[src/rtl/core/mwlfo_pkg.sv]
package mwlfo_pkg;

  localparam int PHASE_BITS_DEF = 32;
  localparam int SINE_ENTRIES = 256;
  localparam int SINE_IDX_W = $clog2(SINE_ENTRIES);

  localparam int RATE_W = 12;
  localparam int LEVEL_W = 16;
  localparam int CFG_IDX_W = 3;
  localparam int CFG_DATA_W = 8;

  localparam logic [CFG_IDX_W-1:0] CFG_ONE_SHOT = 3'd0;
  localparam logic [CFG_IDX_W-1:0] CFG_SHAPE_CODE = 3'd1;
  localparam logic [CFG_IDX_W-1:0] CFG_PHASE_OFFSET = 3'd2;
  localparam logic [CFG_IDX_W-1:0] CFG_REPEAT_PERIODS = 3'd3;
  localparam logic [CFG_IDX_W-1:0] CFG_RATE_LAW = 3'd4;

  typedef enum logic [4:0] {
    SH_RAMP     = 5'd0,
    SH_SAW      = 5'd1,
    SH_SQUARE   = 5'd2,
    SH_TRI      = 5'd3,
    SH_SINE     = 5'd4,
    SH_SINE2    = 5'd5,
    SH_SQUARE2  = 5'd6,
    SH_GATE1    = 5'd7,
    SH_GATE2    = 5'd8,
    SH_GATE3    = 5'd9,
    SH_GATE4    = 5'd10,
    SH_PULSE    = 5'd11,
    SH_QRAMP8   = 5'd12,
    SH_QRAMP4   = 5'd13,
    SH_QSAW8    = 5'd14,
    SH_QSAW4    = 5'd15,
    SH_ITRI     = 5'd16,
    SH_ISQUARE  = 5'd17,
    SH_IPULSE   = 5'd18,
    SH_TRI2     = 5'd19
  } shape_t;

  typedef struct packed {
    logic       one_shot;
    logic [4:0] shape_code;
    logic [1:0] phase_offset;
    logic       count_zero;
  } shape_ctl_t;

  typedef logic [SINE_ENTRIES-1:0][7:0] sine_tab_t;

  // offset-binary sine, rational approximation of one full turn
  function automatic sine_tab_t sine_build();
    sine_tab_t tab;
    int unsigned t;
    int unsigned p;
    int unsigned den;
    int unsigned num;
    int unsigned amp;
    for (int i = 0; i < SINE_ENTRIES; i++) begin
      t = i & 127;
      p = t * (128 - t);
      den = 81920 - 4 * p;
      num = 16 * p * 127 + (den >> 1);
      // rounded quotient by shift and subtract, it fits in 7 bits
      amp = 0;
      for (int b = 7; b >= 0; b--) begin
        if (num >= (den << b)) begin
          num = num - (den << b);
          amp = amp | (32'd1 << b);
        end
      end
      tab[i] = ((i & 128) != 0) ? 8'(128 - amp) : 8'(128 + amp);
    end
    return tab;
  endfunction

  localparam sine_tab_t SINE_ROM = sine_build();

endpackage

[src/rtl/core/mwlfo_shape.sv]
module mwlfo_shape (
  input  logic [31:0]             phase_al,
  input  mwlfo_pkg::shape_ctl_t   ctl,
  output logic [15:0]             level
);
  import mwlfo_pkg::*;

  localparam logic [31:0] LIM_1 = 32'h1FFF_FFFF;
  localparam logic [31:0] LIM_2 = 32'h3FFF_FFFF;
  localparam logic [31:0] LIM_3 = 32'h5FFF_FFFF;
  localparam logic [31:0] LIM_4 = 32'h7FFF_FFFF;
  localparam logic [31:0] LIM_5 = 32'h9FFF_FFFF;
  localparam logic [31:0] LIM_6 = 32'hBFFF_FFFF;
  localparam logic [31:0] LIM_7 = 32'hDFFF_FFFF;
  localparam logic [31:0] LIM_S2 = 32'hBFFF_FFFE;

  function automatic logic [15:0] tri_of(input logic [31:0] v);
    logic [31:0] f;
    f = v[31] ? ~v : v;
    return f[30:15];
  endfunction

  logic [31:0]           ac;
  logic [31:0]           d1;
  logic [31:0]           d2;
  logic [SINE_IDX_W-1:0] sine_idx;
  logic [15:0]           sine_val;
  logic [15:0]           free_lvl;
  logic [15:0]           os_lvl;
  logic                  gate_on;

  assign ac = ctl.one_shot ? phase_al : phase_al + {ctl.phase_offset, 30'd0};
  assign d1 = ac - LIM_4;
  assign d2 = ac - LIM_S2;

  always_comb begin
    if (shape_t'(ctl.shape_code) != SH_SINE2) begin
      sine_idx = ac[31:24];
    end else if (ac < LIM_4) begin
      sine_idx = {ac[30:24], 1'b0};
    end else if (ac < LIM_S2) begin
      sine_idx = {d1[29:24], 2'b00};
    end else begin
      sine_idx = {d2[29:24], 2'b00};
    end
  end

  assign sine_val = {SINE_ROM[sine_idx], 8'h00};

  assign gate_on = (ac < LIM_1) || (ac >= LIM_2 && ac < LIM_3) ||
                   (ac >= LIM_4 && ac < LIM_5) || (ac >= LIM_6 && ac < LIM_7);

  always_comb begin
    case (shape_t'(ctl.shape_code))
      SH_SAW:     free_lvl = ~ac[31:16];
      SH_SQUARE:  free_lvl = ac[31] ? 16'hFFFF : 16'h0000;
      SH_TRI:     free_lvl = tri_of(ac);
      SH_SINE,
      SH_SINE2:   free_lvl = sine_val;
      SH_SQUARE2: begin
        if (ac < LIM_2) free_lvl = 16'hFFFF;
        else if (ac < LIM_4) free_lvl = 16'h0000;
        else if (ac < LIM_5) free_lvl = 16'hFFFF;
        else if (ac < LIM_6) free_lvl = 16'h0000;
        else if (ac < LIM_7) free_lvl = 16'hFFFF;
        else free_lvl = 16'h0000;
      end
      SH_GATE1: begin
        if (ac < LIM_1) free_lvl = 16'hFFFF;
        else if (ac < LIM_2) free_lvl = 16'h0000;
        else if (ac < LIM_3) free_lvl = 16'hC000;
        else if (ac < LIM_4) free_lvl = 16'h4000;
        else if (ac < LIM_5) free_lvl = 16'hC000;
        else if (ac < LIM_6) free_lvl = 16'h4000;
        else if (ac < LIM_7) free_lvl = 16'hC000;
        else free_lvl = 16'h4000;
      end
      SH_GATE2: begin
        if (ac < LIM_2) free_lvl = 16'hFFFF;
        else if (ac < LIM_4) free_lvl = 16'h0000;
        else if (ac < LIM_6) free_lvl = 16'hC000;
        else free_lvl = 16'h4000;
      end
      SH_GATE3: begin
        if (ac < LIM_1) free_lvl = 16'hFFFF;
        else if (ac < LIM_2) free_lvl = 16'h0000;
        else if (ac < LIM_3) free_lvl = 16'hDFFF;
        else if (ac < LIM_4) free_lvl = 16'h2000;
        else if (ac < LIM_5) free_lvl = 16'hBFFF;
        else if (ac < LIM_6) free_lvl = 16'h4000;
        else if (ac < LIM_7) free_lvl = 16'h9FFF;
        else free_lvl = 16'h6000;
      end
      SH_GATE4:   free_lvl = gate_on ? ~ac[31:16] : 16'h0000;
      SH_PULSE:   free_lvl = (ac[31:30] != 2'b00) ? 16'hFFFF : 16'h0000;
      SH_QRAMP8:  free_lvl = 16'hE000 & ac[31:16];
      SH_QRAMP4:  free_lvl = 16'hC000 & ac[31:16];
      SH_QSAW8:   free_lvl = 16'hE000 & ~ac[31:16];
      SH_QSAW4:   free_lvl = 16'hC000 & ~ac[31:16];
      SH_ITRI:    free_lvl = ~tri_of(ac);
      SH_ISQUARE: free_lvl = ac[31] ? 16'h0000 : 16'hFFFF;
      SH_IPULSE:  free_lvl = (ac[31:30] != 2'b00) ? 16'h0000 : 16'hFFFF;
      default:    free_lvl = ac[31:16];
    endcase
  end

  always_comb begin
    case (shape_t'(ctl.shape_code))
      SH_TRI2:    os_lvl = ctl.count_zero ? tri_of(ac) : tri_of({ac[30:0], 1'b0});
      SH_SAW:     os_lvl = ~ac[31:16];
      SH_SQUARE:  os_lvl = ac[31] ? 16'hFFFF : 16'h0000;
      SH_TRI:     os_lvl = tri_of(ac);
      SH_PULSE:   os_lvl = (ac[31:30] != 2'b00) ? 16'hFFFF : 16'h0000;
      SH_QRAMP8:  os_lvl = 16'hFFF0 & ac[31:16];
      SH_QSAW8:   os_lvl = 16'hFFF0 & ~ac[31:16];
      SH_ITRI:    os_lvl = ~tri_of(ac);
      SH_ISQUARE: os_lvl = ac[31] ? 16'h0000 : 16'hFFFF;
      SH_IPULSE:  os_lvl = (ac[31:30] != 2'b00) ? 16'h0000 : 16'hFFFF;
      default:    os_lvl = ac[31:16];
    endcase
  end

  assign level = ctl.one_shot ? os_lvl : free_lvl;

endmodule

[src/rtl/core/multi_waveform_lfo.sv]
// Phase-accumulator LFO producing one result item per input item. An item with
// action 0 advances the phase by rate*8000+64 (or rate<<8 with rate_law set in
// free-running mode) and returns the selected waveform level, the wrap flag and
// the running flag, or level 0 without a phase step once a one-shot has stopped;
// an item with action 1 clears the phase, re-arms one-shot counting and repeats
// the last level. The block takes one item every clock cycle unless m_tready
// stalls the output. Items pass the input register (phase increment from the 12x13
// multiply), then the result register, fed by the phase add and waveform logic.
// The sine table is a constant ROM and needs no clearing after reset.
module multi_waveform_lfo #(
  parameter int PHASE_BITS = mwlfo_pkg::PHASE_BITS_DEF
) (
  input  logic                            clk,
  input  logic                            rst,
  input  logic                            s_tvalid,
  output logic                            s_tready,
  input  logic [15:0]                     s_tdata,   // rate[11:0], zero pad
  input  logic                            s_tuser,   // action
  output logic                            m_tvalid,
  input  logic                            m_tready,
  output logic [15:0]                     m_tdata,   // level[15:0]
  output logic [1:0]                      m_tuser,   // wrapped, running
  input  logic                            cfg_valid,
  output logic                            cfg_ready,
  input  logic [mwlfo_pkg::CFG_IDX_W-1:0]  cfg_index,
  input  logic [mwlfo_pkg::CFG_DATA_W-1:0] cfg_data
);
  import mwlfo_pkg::*;

  logic                  one_shot;
  logic [4:0]            shape_code;
  logic [1:0]            phase_offset;
  logic [7:0]            repeat_periods;
  logic                  rate_law;

  logic [PHASE_BITS-1:0] phase;
  logic [LEVEL_W-1:0]    held_level;
  logic                  active;
  logic [7:0]            period_count;

  logic                  a_valid;
  logic                  a_action;
  logic [PHASE_BITS-1:0] a_inc;

  logic                  out_valid;
  logic [LEVEL_W-1:0]    out_level;
  logic                  out_wrapped;
  logic                  out_running;

  logic                  b_adv;
  logic                  a_adv;
  logic [RATE_W-1:0]     in_rate;
  logic [24:0]           mul_sum;
  logic [31:0]           inc_wide;
  logic [PHASE_BITS:0]   sum;
  logic                  wrap;
  logic [PHASE_BITS-1:0] phase_next;
  logic [PHASE_BITS+31:0] al_wide;
  logic [31:0]           phase_al;
  logic [7:0]            pc_inc;
  logic                  stop;
  logic [7:0]            period_count_next;
  logic                  active_next;
  shape_ctl_t            ctl;
  logic [LEVEL_W-1:0]    shape_level;
  logic [LEVEL_W-1:0]    level_next;
  logic                  wrapped_next;
  logic                  running_next;

  assign cfg_ready = 1'b1;
  assign b_adv = !out_valid || m_tready;
  assign a_adv = a_valid && b_adv;
  assign s_tready = !a_valid || b_adv;

  assign in_rate = s_tdata[RATE_W-1:0];
  assign mul_sum = 25'(in_rate) * 25'd8000 + 25'd64;
  assign inc_wide = (!one_shot && rate_law) ? {12'd0, in_rate, 8'd0} : {7'd0, mul_sum};

  assign sum = {1'b0, phase} + {1'b0, a_inc};
  assign wrap = sum[PHASE_BITS];
  assign phase_next = sum[PHASE_BITS-1:0];
  assign al_wide = {phase_next, 32'd0};
  assign phase_al = al_wide[PHASE_BITS+31 -: 32];

  assign pc_inc = period_count + 8'd1;
  assign stop = wrap && (repeat_periods != 8'd0) && (pc_inc == repeat_periods);
  assign period_count_next = !wrap ? period_count : (stop ? 8'd0 : pc_inc);
  assign active_next = active && !stop;

  assign ctl.one_shot = one_shot;
  assign ctl.shape_code = shape_code;
  assign ctl.phase_offset = phase_offset;
  assign ctl.count_zero = (period_count_next == 8'd0);

  mwlfo_shape u_shape (
    .phase_al (phase_al),
    .ctl      (ctl),
    .level    (shape_level)
  );

  always_comb begin
    if (a_action) begin
      level_next = held_level;
      wrapped_next = 1'b0;
      running_next = 1'b1;
    end else if (one_shot && !active) begin
      level_next = '0;
      wrapped_next = 1'b0;
      running_next = 1'b0;
    end else begin
      level_next = shape_level;
      wrapped_next = wrap;
      running_next = one_shot ? active_next : 1'b1;
    end
  end

  always_ff @(posedge clk) begin
    if (rst) begin
      one_shot <= 1'b0;
      shape_code <= '0;
      phase_offset <= '0;
      repeat_periods <= 8'd1;
      rate_law <= 1'b0;
    end else if (cfg_valid && cfg_ready) begin
      case (cfg_index)
        CFG_ONE_SHOT:       one_shot <= cfg_data[0];
        CFG_SHAPE_CODE:     shape_code <= cfg_data[4:0];
        CFG_PHASE_OFFSET:   phase_offset <= cfg_data[1:0];
        CFG_REPEAT_PERIODS: repeat_periods <= cfg_data;
        CFG_RATE_LAW:       rate_law <= cfg_data[0];
        default: ;
      endcase
    end
  end

  always_ff @(posedge clk) begin
    if (rst) begin
      a_valid <= 1'b0;
    end else if (s_tready) begin
      a_valid <= s_tvalid;
    end
    if (s_tvalid && s_tready) begin
      a_action <= s_tuser;
      a_inc <= inc_wide[PHASE_BITS-1:0];
    end
  end

  always_ff @(posedge clk) begin
    if (rst) begin
      phase <= '0;
      held_level <= '0;
      active <= 1'b1;
      period_count <= '0;
    end else if (a_adv) begin
      if (a_action) begin
        phase <= '0;
        active <= 1'b1;
        period_count <= '0;
      end else begin
        held_level <= level_next;
        if (!one_shot) begin
          phase <= phase_next;
        end else if (active) begin
          phase <= phase_next;
          period_count <= period_count_next;
          active <= active_next;
        end
      end
    end
  end

  always_ff @(posedge clk) begin
    if (rst) begin
      out_valid <= 1'b0;
    end else if (b_adv) begin
      out_valid <= a_valid;
    end
    if (a_adv) begin
      out_level <= level_next;
      out_wrapped <= wrapped_next;
      out_running <= running_next;
    end
  end

  assign m_tvalid = out_valid;
  assign m_tdata = out_level;
  assign m_tuser = {out_running, out_wrapped};

`ifndef SYNTHESIS
  a_stopped_is_silent: assert property (@(posedge clk) disable iff (rst)
    (out_valid && !out_running && !out_wrapped) |-> (out_level == '0))
    else $error("stopped item carries nonzero level");

  a_retrig_clears: assert property (@(posedge clk) disable iff (rst)
    (a_adv && a_action) |=> (phase == '0 && active && period_count == '0))
    else $error("retrigger did not clear phase state");

  a_input_loads: assert property (@(posedge clk) disable iff (rst)
    (s_tvalid && s_tready) |=> a_valid)
    else $error("accepted item lost at input register");
`endif

endmodule
[config.mk]
export PLATFORM = sky130hd
export DESIGN_NAME = multi_waveform_lfo
export DESIGN_NICKNAME = d
export VERILOG_FILES = /design/src/rtl/core/mwlfo_pkg.sv /design/src/rtl/core/mwlfo_shape.sv /design/src/rtl/core/multi_waveform_lfo.sv
export SDC_FILE = /design/constraint.sdc
export NUM_CORES = 1
export LEC_CHECK = 0
export ABC_CLOCK_PERIOD_IN_PS = 7650
export BUFFER_PORTS_ARGS = -buffer_cell sky130_fd_sc_hd__buf_2
export CORE_ASPECT_RATIO = 1.75
export CORE_UTILIZATION = 31
export CTS_CLUSTER_DIAMETER = 60
export CTS_CLUSTER_SIZE = 20
export DETAILED_ROUTE_END_ITERATION = 6
export GPL_TIMING_DRIVEN = 0
export SLEW_MARGIN = 20
export SYNTH_ARGS = -nofsm -noshare
export SYNTH_HDL_FRONTEND = slang
export SYNTH_SLANG_ARGS = --single-unit
[constraint.sdc]
create_clock -name clk -period 7.65 [get_ports clk]
set_clock_uncertainty 0.15 [all_clocks]
set_input_delay 0.765 -clock clk [delete_from_list [all_inputs] [get_ports clk]]
set_output_delay 0.765 -clock clk [all_outputs]
set_load 0.01 [all_outputs]
### Word level (Yosys, flattened, before mapping)

Memories as Yosys holds them, arrays and structs flattened.
Index checks and enable logic that the tools add are counted.

* reductions and logical operators: 37
* bitwise operators: 5
* $mul: 1
* eq/ne operators: 26
* order comparisons: 12
* muxes and demuxes: 54
* add/subtract/negate cells: 6

Operators with widths (number)
* $mux W16: 31
* $pmux W16 S17: 1
* $pmux W16 S10: 1
* $lt A32 B32 Y1 const B: 4
* $mux W32: 4
* $mux W8: 9
* $lt A32 B31 Y1 const B: 2
* $mux W31: 2
* $not A31 Y31: 2
* $sub A30 B30 Y30 const B: 2
* $eq A5 B4 Y1 const B: 8
* $add A32 B32 Y33: 1
* $add A32 B32 Y32: 1
* $ge A32 B30 Y1 const B: 1
* $ge A32 B31 Y1 const B: 1
* $ge A32 B32 Y1 const B: 1
* $lt A32 B29 Y1 const B: 1
* $lt A32 B30 Y1 const B: 1
* $not A16 Y16: 2
* $add A25 B7 Y25 const B: 1
* $eq A5 B3 Y1 const B: 4
* $eq A5 B5 Y1 const B: 4
* $mux W20: 1
* $mul A12 B7 Y19 const B: 1
* other kinds (22): 55

* bits in registers: 127
* memories: 1
* output and inout bits: 21
* input bits: 33
* logic and storage cells: 159
* ROM bits: 2048

Memories
* (no name shown): words 256, width 8, read ports 1, clocked after Yosys merged registers in 0, write ports 0, RTL line mwlfo_shape.sv:48 `assign sine_val = {SINE_ROM[sine_idx], 8'h00};`

### Longest topological paths before layout

* word-level depth: 15
* depth in mapped cells: 28
* mapped depth without buffers: 26

### By module

A second synthesis with hierarchy kept.

* cells, all modules: 1647
* area, all modules: 12757.2 sq um

By module, submodules not included
* multi_waveform_lfo: cells each 878, area each 8041.5 sq um, instances 1, seq. area each 2542.4 sq um
* mwlfo_shape: cells each 769, area each 4715.8 sq um, instances 1, seq. area each 0.0 sq um

### Least setup slack after synthesis

No wires, ideal clock.

* kind: register to register
* start point: register phase[6]
* end point: register out_level[10], in the netlist m_tdata[10] (data pin)
* setup time: 0.253 ns
* slack: 1.936 ns
* clock period less this slack: 5.714 ns
* stages on the path, launching flop included: 27
* data arrival time: 5.311 ns
* required time: 7.247 ns
* buffers on the path: 1
* cell sequence: dfxtp_1 ha_1 inv_1 fa_1 nand2b_1 a21o_1 a211o_1 a21oi_1 o21ai_0 xnor2_1 ha_1 xnor2_1 nor2_1 xnor2_1 o21ai_4 buf_6 a21oi_1 a21oi_1 inv_1 ha_1 a211oi_1 a21oi_1 o32ai_1 a2111oi_0 a2111oi_0 a311o_1 nand2_1

* cells in the longest elaborated chain, start to end: 15
* elaborated cells on any way between the ends: 70
* those cells by class: add/sub: 4; order compare: 11; mux: 40; bitwise: 4; reduce/logical: 10; memory: 1

RTL lines
* from (decl): RTL line multi_waveform_lfo.sv:36 `logic [PHASE_BITS-1:0] phase;`
* from (signal assigned): RTL line multi_waveform_lfo.sv:162 `phase <= phase_next;`
* from (signal assigned): RTL line multi_waveform_lfo.sv:164 `phase <= phase_next;`
* $add A32 B32 Y33 (*): RTL line multi_waveform_lfo.sv:79 `assign sum = {1'b0, phase} + {1'b0, a_inc};`
* parallel branches: the longest is 11 deep, another holds $add A32 B32 Y32
* $mux W16 (*): RTL line mwlfo_shape.sv:123 `assign level = ctl.one_shot ? os_lvl : free_lvl;`
* $mux W16 (*): RTL line multi_waveform_lfo.sv:106 `end else if (one_shot && !active) begin`
* $mux W16 (*): RTL line multi_waveform_lfo.sv:102 `if (a_action) begin`
* net level_next[10]: RTL line multi_waveform_lfo.sv:66 `logic [LEVEL_W-1:0] level_next;`
* to (signal assigned): RTL line multi_waveform_lfo.sv:179 `out_level <= level_next;`
* to (decl): RTL line multi_waveform_lfo.sv:46 `logic [LEVEL_W-1:0] out_level;`

Mark *: on every way through the listed nets, which the timed path passes. The select of a mux whose other input is x is not followed.
A chain may end at the register's enable or synchronous reset.

### Final worst setup path

Ends and elaborated chain as after synthesis.

==> results <==
- Ranked by total cell area, the synthesized netlist is headed by dfxtp_1 11%, edfxtp_1 8.7%, ha_1 7.3%, fa_1 5.9%, nor2_1 5.2%.
- The peak ir drop on the vdd network is around 250 uV.
- The tree built by TritonCTS fans out to roughly 110 sinks.
- The required time at the worst-slack endpoint is 7.64 ns.
- The number of standard cells after synthesis is 1715.
- Setup violations remaining at the end of the flow were counted as 0.
- Summed over all layers, the global routing overflow is 0.
- The cell depth of the worst flop-to-flop path is 26.
- The clock tree from TritonCTS is done.
- Derived from the worst setup path, the maximum achievable clock frequency is 134.7 MHz.
- The register bit total from synthesis is 108.
- Of all cell types, the one taking the most synthesized area is dfxtp_1.
- For this design the ratio of total power to cell area is approximately 250 mW/mm^2.
- The effective utilization at floorplan is 0.3152.
- STA classifies the critical path startpoint as a register.
- The worst hold path stage count is 2.
- The period utilization is 0.9703.
- The share of synthesized area occupied by flip-flops and latches is 0.1932.
- The DRC violation count after routing is 0.
- The critical path is of the register to register type.
- The initial antenna violation count is 5.
- In this run the count of I/O pins placed on the die edge is 54.
- The area growth from synthesis to final layout is 11.01%.
- The dominant synthesized flop cell is dfxtp_1.
- The fraction of layout instances using a drive strength above 1 is 0.1129.
- The count of buffers from port buffering is 47.
- The area of the core is 0.04174 mm^2.
- Of the post-synthesis cell area, the dominant cell type holds 0.1065.
- The worst setup path is captured at a register.
- The via count is 14690.
- The final RePlAce weighted congestion is roughly 1.1.
- Summed over all cells, the static leakage comes to 5.284 nW.
- The area of the mapped netlist is 0.01316 mm^2.
- Buffers inserted during clock tree synthesis total 9.
- In this run the vertical extent of the chip is 274.5 um.
- The launch point of the worst path is phase[6].
- The number of different library cells used by synthesis comes to 106.
- The number of buffers on the longest clock path is 2.
- The detail-routed via count per cell is approximately 6.3.
- The clock period minus worst slack is 7.423 ns.
- The run finished with clean final reports.
- The first global-routing pass estimated 91360 um of wire.
- The share of flip-flops with an asynchronous set or reset is 0.
- The clock tree synthesis step divided the H-tree into 3 levels.
- The number of hold violations in the final report is 0.
- The routed length per placed instance is between 20 and 30 um.
- The number of placed instances, taps included is about 2300.
- After the flow finishes, the layout carries non-filler instances totaling 2344.
- By count the netlist is led by 184 x nor2_1, 176 x nand2_1, 133 x a21oi_1, 114 x o21ai_0, 77 x ha_1.
- The count of nets left with antenna violations once routing finished came out at 0.
- Prior to clock tree synthesis, the placed netlist has a worst setup slack of -0.9000 ns.
- Setup repair after global routing left no endpoint under its margin.
- The number of core rows is 99.
- The slew of the pin with the lowest slew margin is 1.180 ns.
- The average cell area after synthesis is 7.672 um^2.
- The final worst-path setup slack is about 0.23 ns.
- In this run the critical register-to-register path is launched from phase[6].
- The hold buffer count at cts is 0.
- Of all nets on the critical path, the largest fanout is 10.
- The max capacitance violation total is 0.
- The maximum number of pins on one net before global-route repair is 26.
- The number of antenna repair diodes is 0.
- Headroom to the max-slew limit came out at 0.2130.
- After detailed routing, the total wire length is 62570 um.
- The number of nets in the layout is 1933.
- The worst min-delay path startpoint is held_level[6].
- The detailed-placement wirelength estimate is 47610 um.
- Yosys printed 0 warnings.
- Clock-pin slew was measured on the worst setup and hold paths at 0.08 ns.
- The via count of the first global-routing pass is 14190.
- The most repeated cell in the gate-level netlist after synthesis is nor2_1.
- For the worst setup path, the data arrival time is 7.41 ns.
- The synthesized design contains 38 enable-type register cells.
- For the worst-skew pair, the clock arrives at the later sink with an insertion delay of 0.38 ns.
- The number of iterations in the first detailed-routing pass is 6.
- Counting every net in the synthesized netlist gives 1864.
- The tightest min-delay check is of the register to register type.
- The die is 157.7 um wide.
- The cell sitting at the root of the clock tree is a clkbuf_16.
- The total die area is between 0.04 and 0.05 mm^2.
- For this block, the initial DRC count from the detailed router was between 1000 and 1500.
- The number of pins with negative max-slew slack in the final report is 0.
- In the global route stage, overall resource usage came out at 0.2914.
[cell usage in the layout, fill, tap and decap left out, types with 14 or more instances in the layout]
cell / count
nand4_1: 21
xnor2_1: 58
o211ai_1: 21
xor2_1: 23
edfxtp_1: 38
nor3_1: 41
nor2_1: 183
dfxtp_1: 70
ha_1: 76
a22oi_1: 31
o21ai_0: 113
and3_1: 17
o21ai_1: 14
buf_4: 17
nand2_1: 176
clkbuf_1: 75
a211oi_1: 26
inv_1: 49
fa_1: 39
o22ai_1: 21
a21o_1: 22
nand2b_1: 15
mux2i_1: 27
nand3_1: 51
a31oi_1: 22
buf_2: 80
a21oi_1: 131
[final timing paths]
| kind | slack, ns | end |
|---|---|---|
| worst max-delay path | 0.23 | m_tdata[10] |
| worst min-delay path | 0.31 | held_level[6] |
| worst max register to register | 0.23 | m_tdata[10] |
| worst min register to register | 0.31 | held_level[6] |
[sequential cells by signal, indices dropped and copies added, names as in the netlist]
register,cells
phase,26
a_inc,19
held_level,16
m_tdata,16
period_count,8
repeat_periods,8
shape_code,5
phase_offset,2
a_action,1
a_valid,1
active,1
m_tvalid,1
one_shot,1
out_running,1
out_wrapped,1
rate_law,1
[report_power, final]
group	internal, W	switching (W)
Combinational	0.000898	0.00155
Sequential	0.000724	0.0000322
Clock	0.000229	0.000245
Total	0.00185	0.00183
[cells by family after synthesis]
group,synth area share
other cells,0.0002850
mux,0.02387
fa+ha+maj,0.1326
xor+xnor,0.06076
buf+inv,0.05753
flops,0.1932
compound gates,0.3129
simple gates,0.2189
[through the flow]
stage          utilization  total power [W]  setup TNS, ns  instance area, um^2  hold WS, ns
3_5_place_dp        0.3391         0.003113         -4.122                14150       0.3009
2_1_floorplan            -         0.002488              0                13160       0.2869
4_1_cts             0.3471         0.003594              0                14490       0.3131
6_report            0.3499         0.003680              0                14610       0.3136
3_3_place_gp        0.3375         0.003077         -7.216                14090       0.2947
5_1_grt             0.3499         0.003913              0                14610       0.3340
[cell type report]
type	count	area, um^2
Sequential cell	108	2542
Fill cell	4483	27140
Clock inverter	6	60.06
Timing Repair Buffer	58	319.1
Multi-Input combinational cell	1433	9996
Clock buffer	10	229.0
Tap cell	555	694.4
Buffer	122	566.8
Inverter	52	198.9
[timing repair]
item,in CTS,in global routing
resized for setup,8,14
buffers inserted,0,7
endpoints found under the hold margin,0,0
setup endpoints to repair,14,18
pin swaps,0,1
[worst max-delay path, cell delays in order (launching register included)]
cell and delay [ns]:
dfxtp_1 0.34, ha_1 0.21, inv_1 0.07, fa_1 0.40, nand2b_1 0.18, a21o_1 0.26
a211o_1 0.36, a21oi_1 0.17, o21ai_0 0.16, xnor2_2 0.34, ha_1 0.26, xnor2_2 0.13
nor2_2 0.22, xor2_1 0.32, nand3_4 0.25, buf_2 0.28, a21oi_1 0.34, a21oi_4 0.12
clkinvlp_4 0.21, ha_2 0.40, clkbuf_4 0.35, a21oi_1 0.14, o32ai_4 0.44, a2111oi_0 0.14
a2111oi_1 0.56, a311o_2 0.28, nand2_1 0.07
[per-layer routing]
| layer | global-route usage | up-vias | part of all wire |
|---|---|---|---|
| li1 | - | 6531 | - |
| met1 | 0.2673 | 7053 | 0.32 |
| met2 | 0.5009 | 738 | 0.49 |
| met3 | 0.08900 | 357 | 0.075 |
| met4 | 0.2869 | 8 | 0.11 |
| met5 | 0 | - | 0.00067 |
Power figures use the tool's default switching activity.
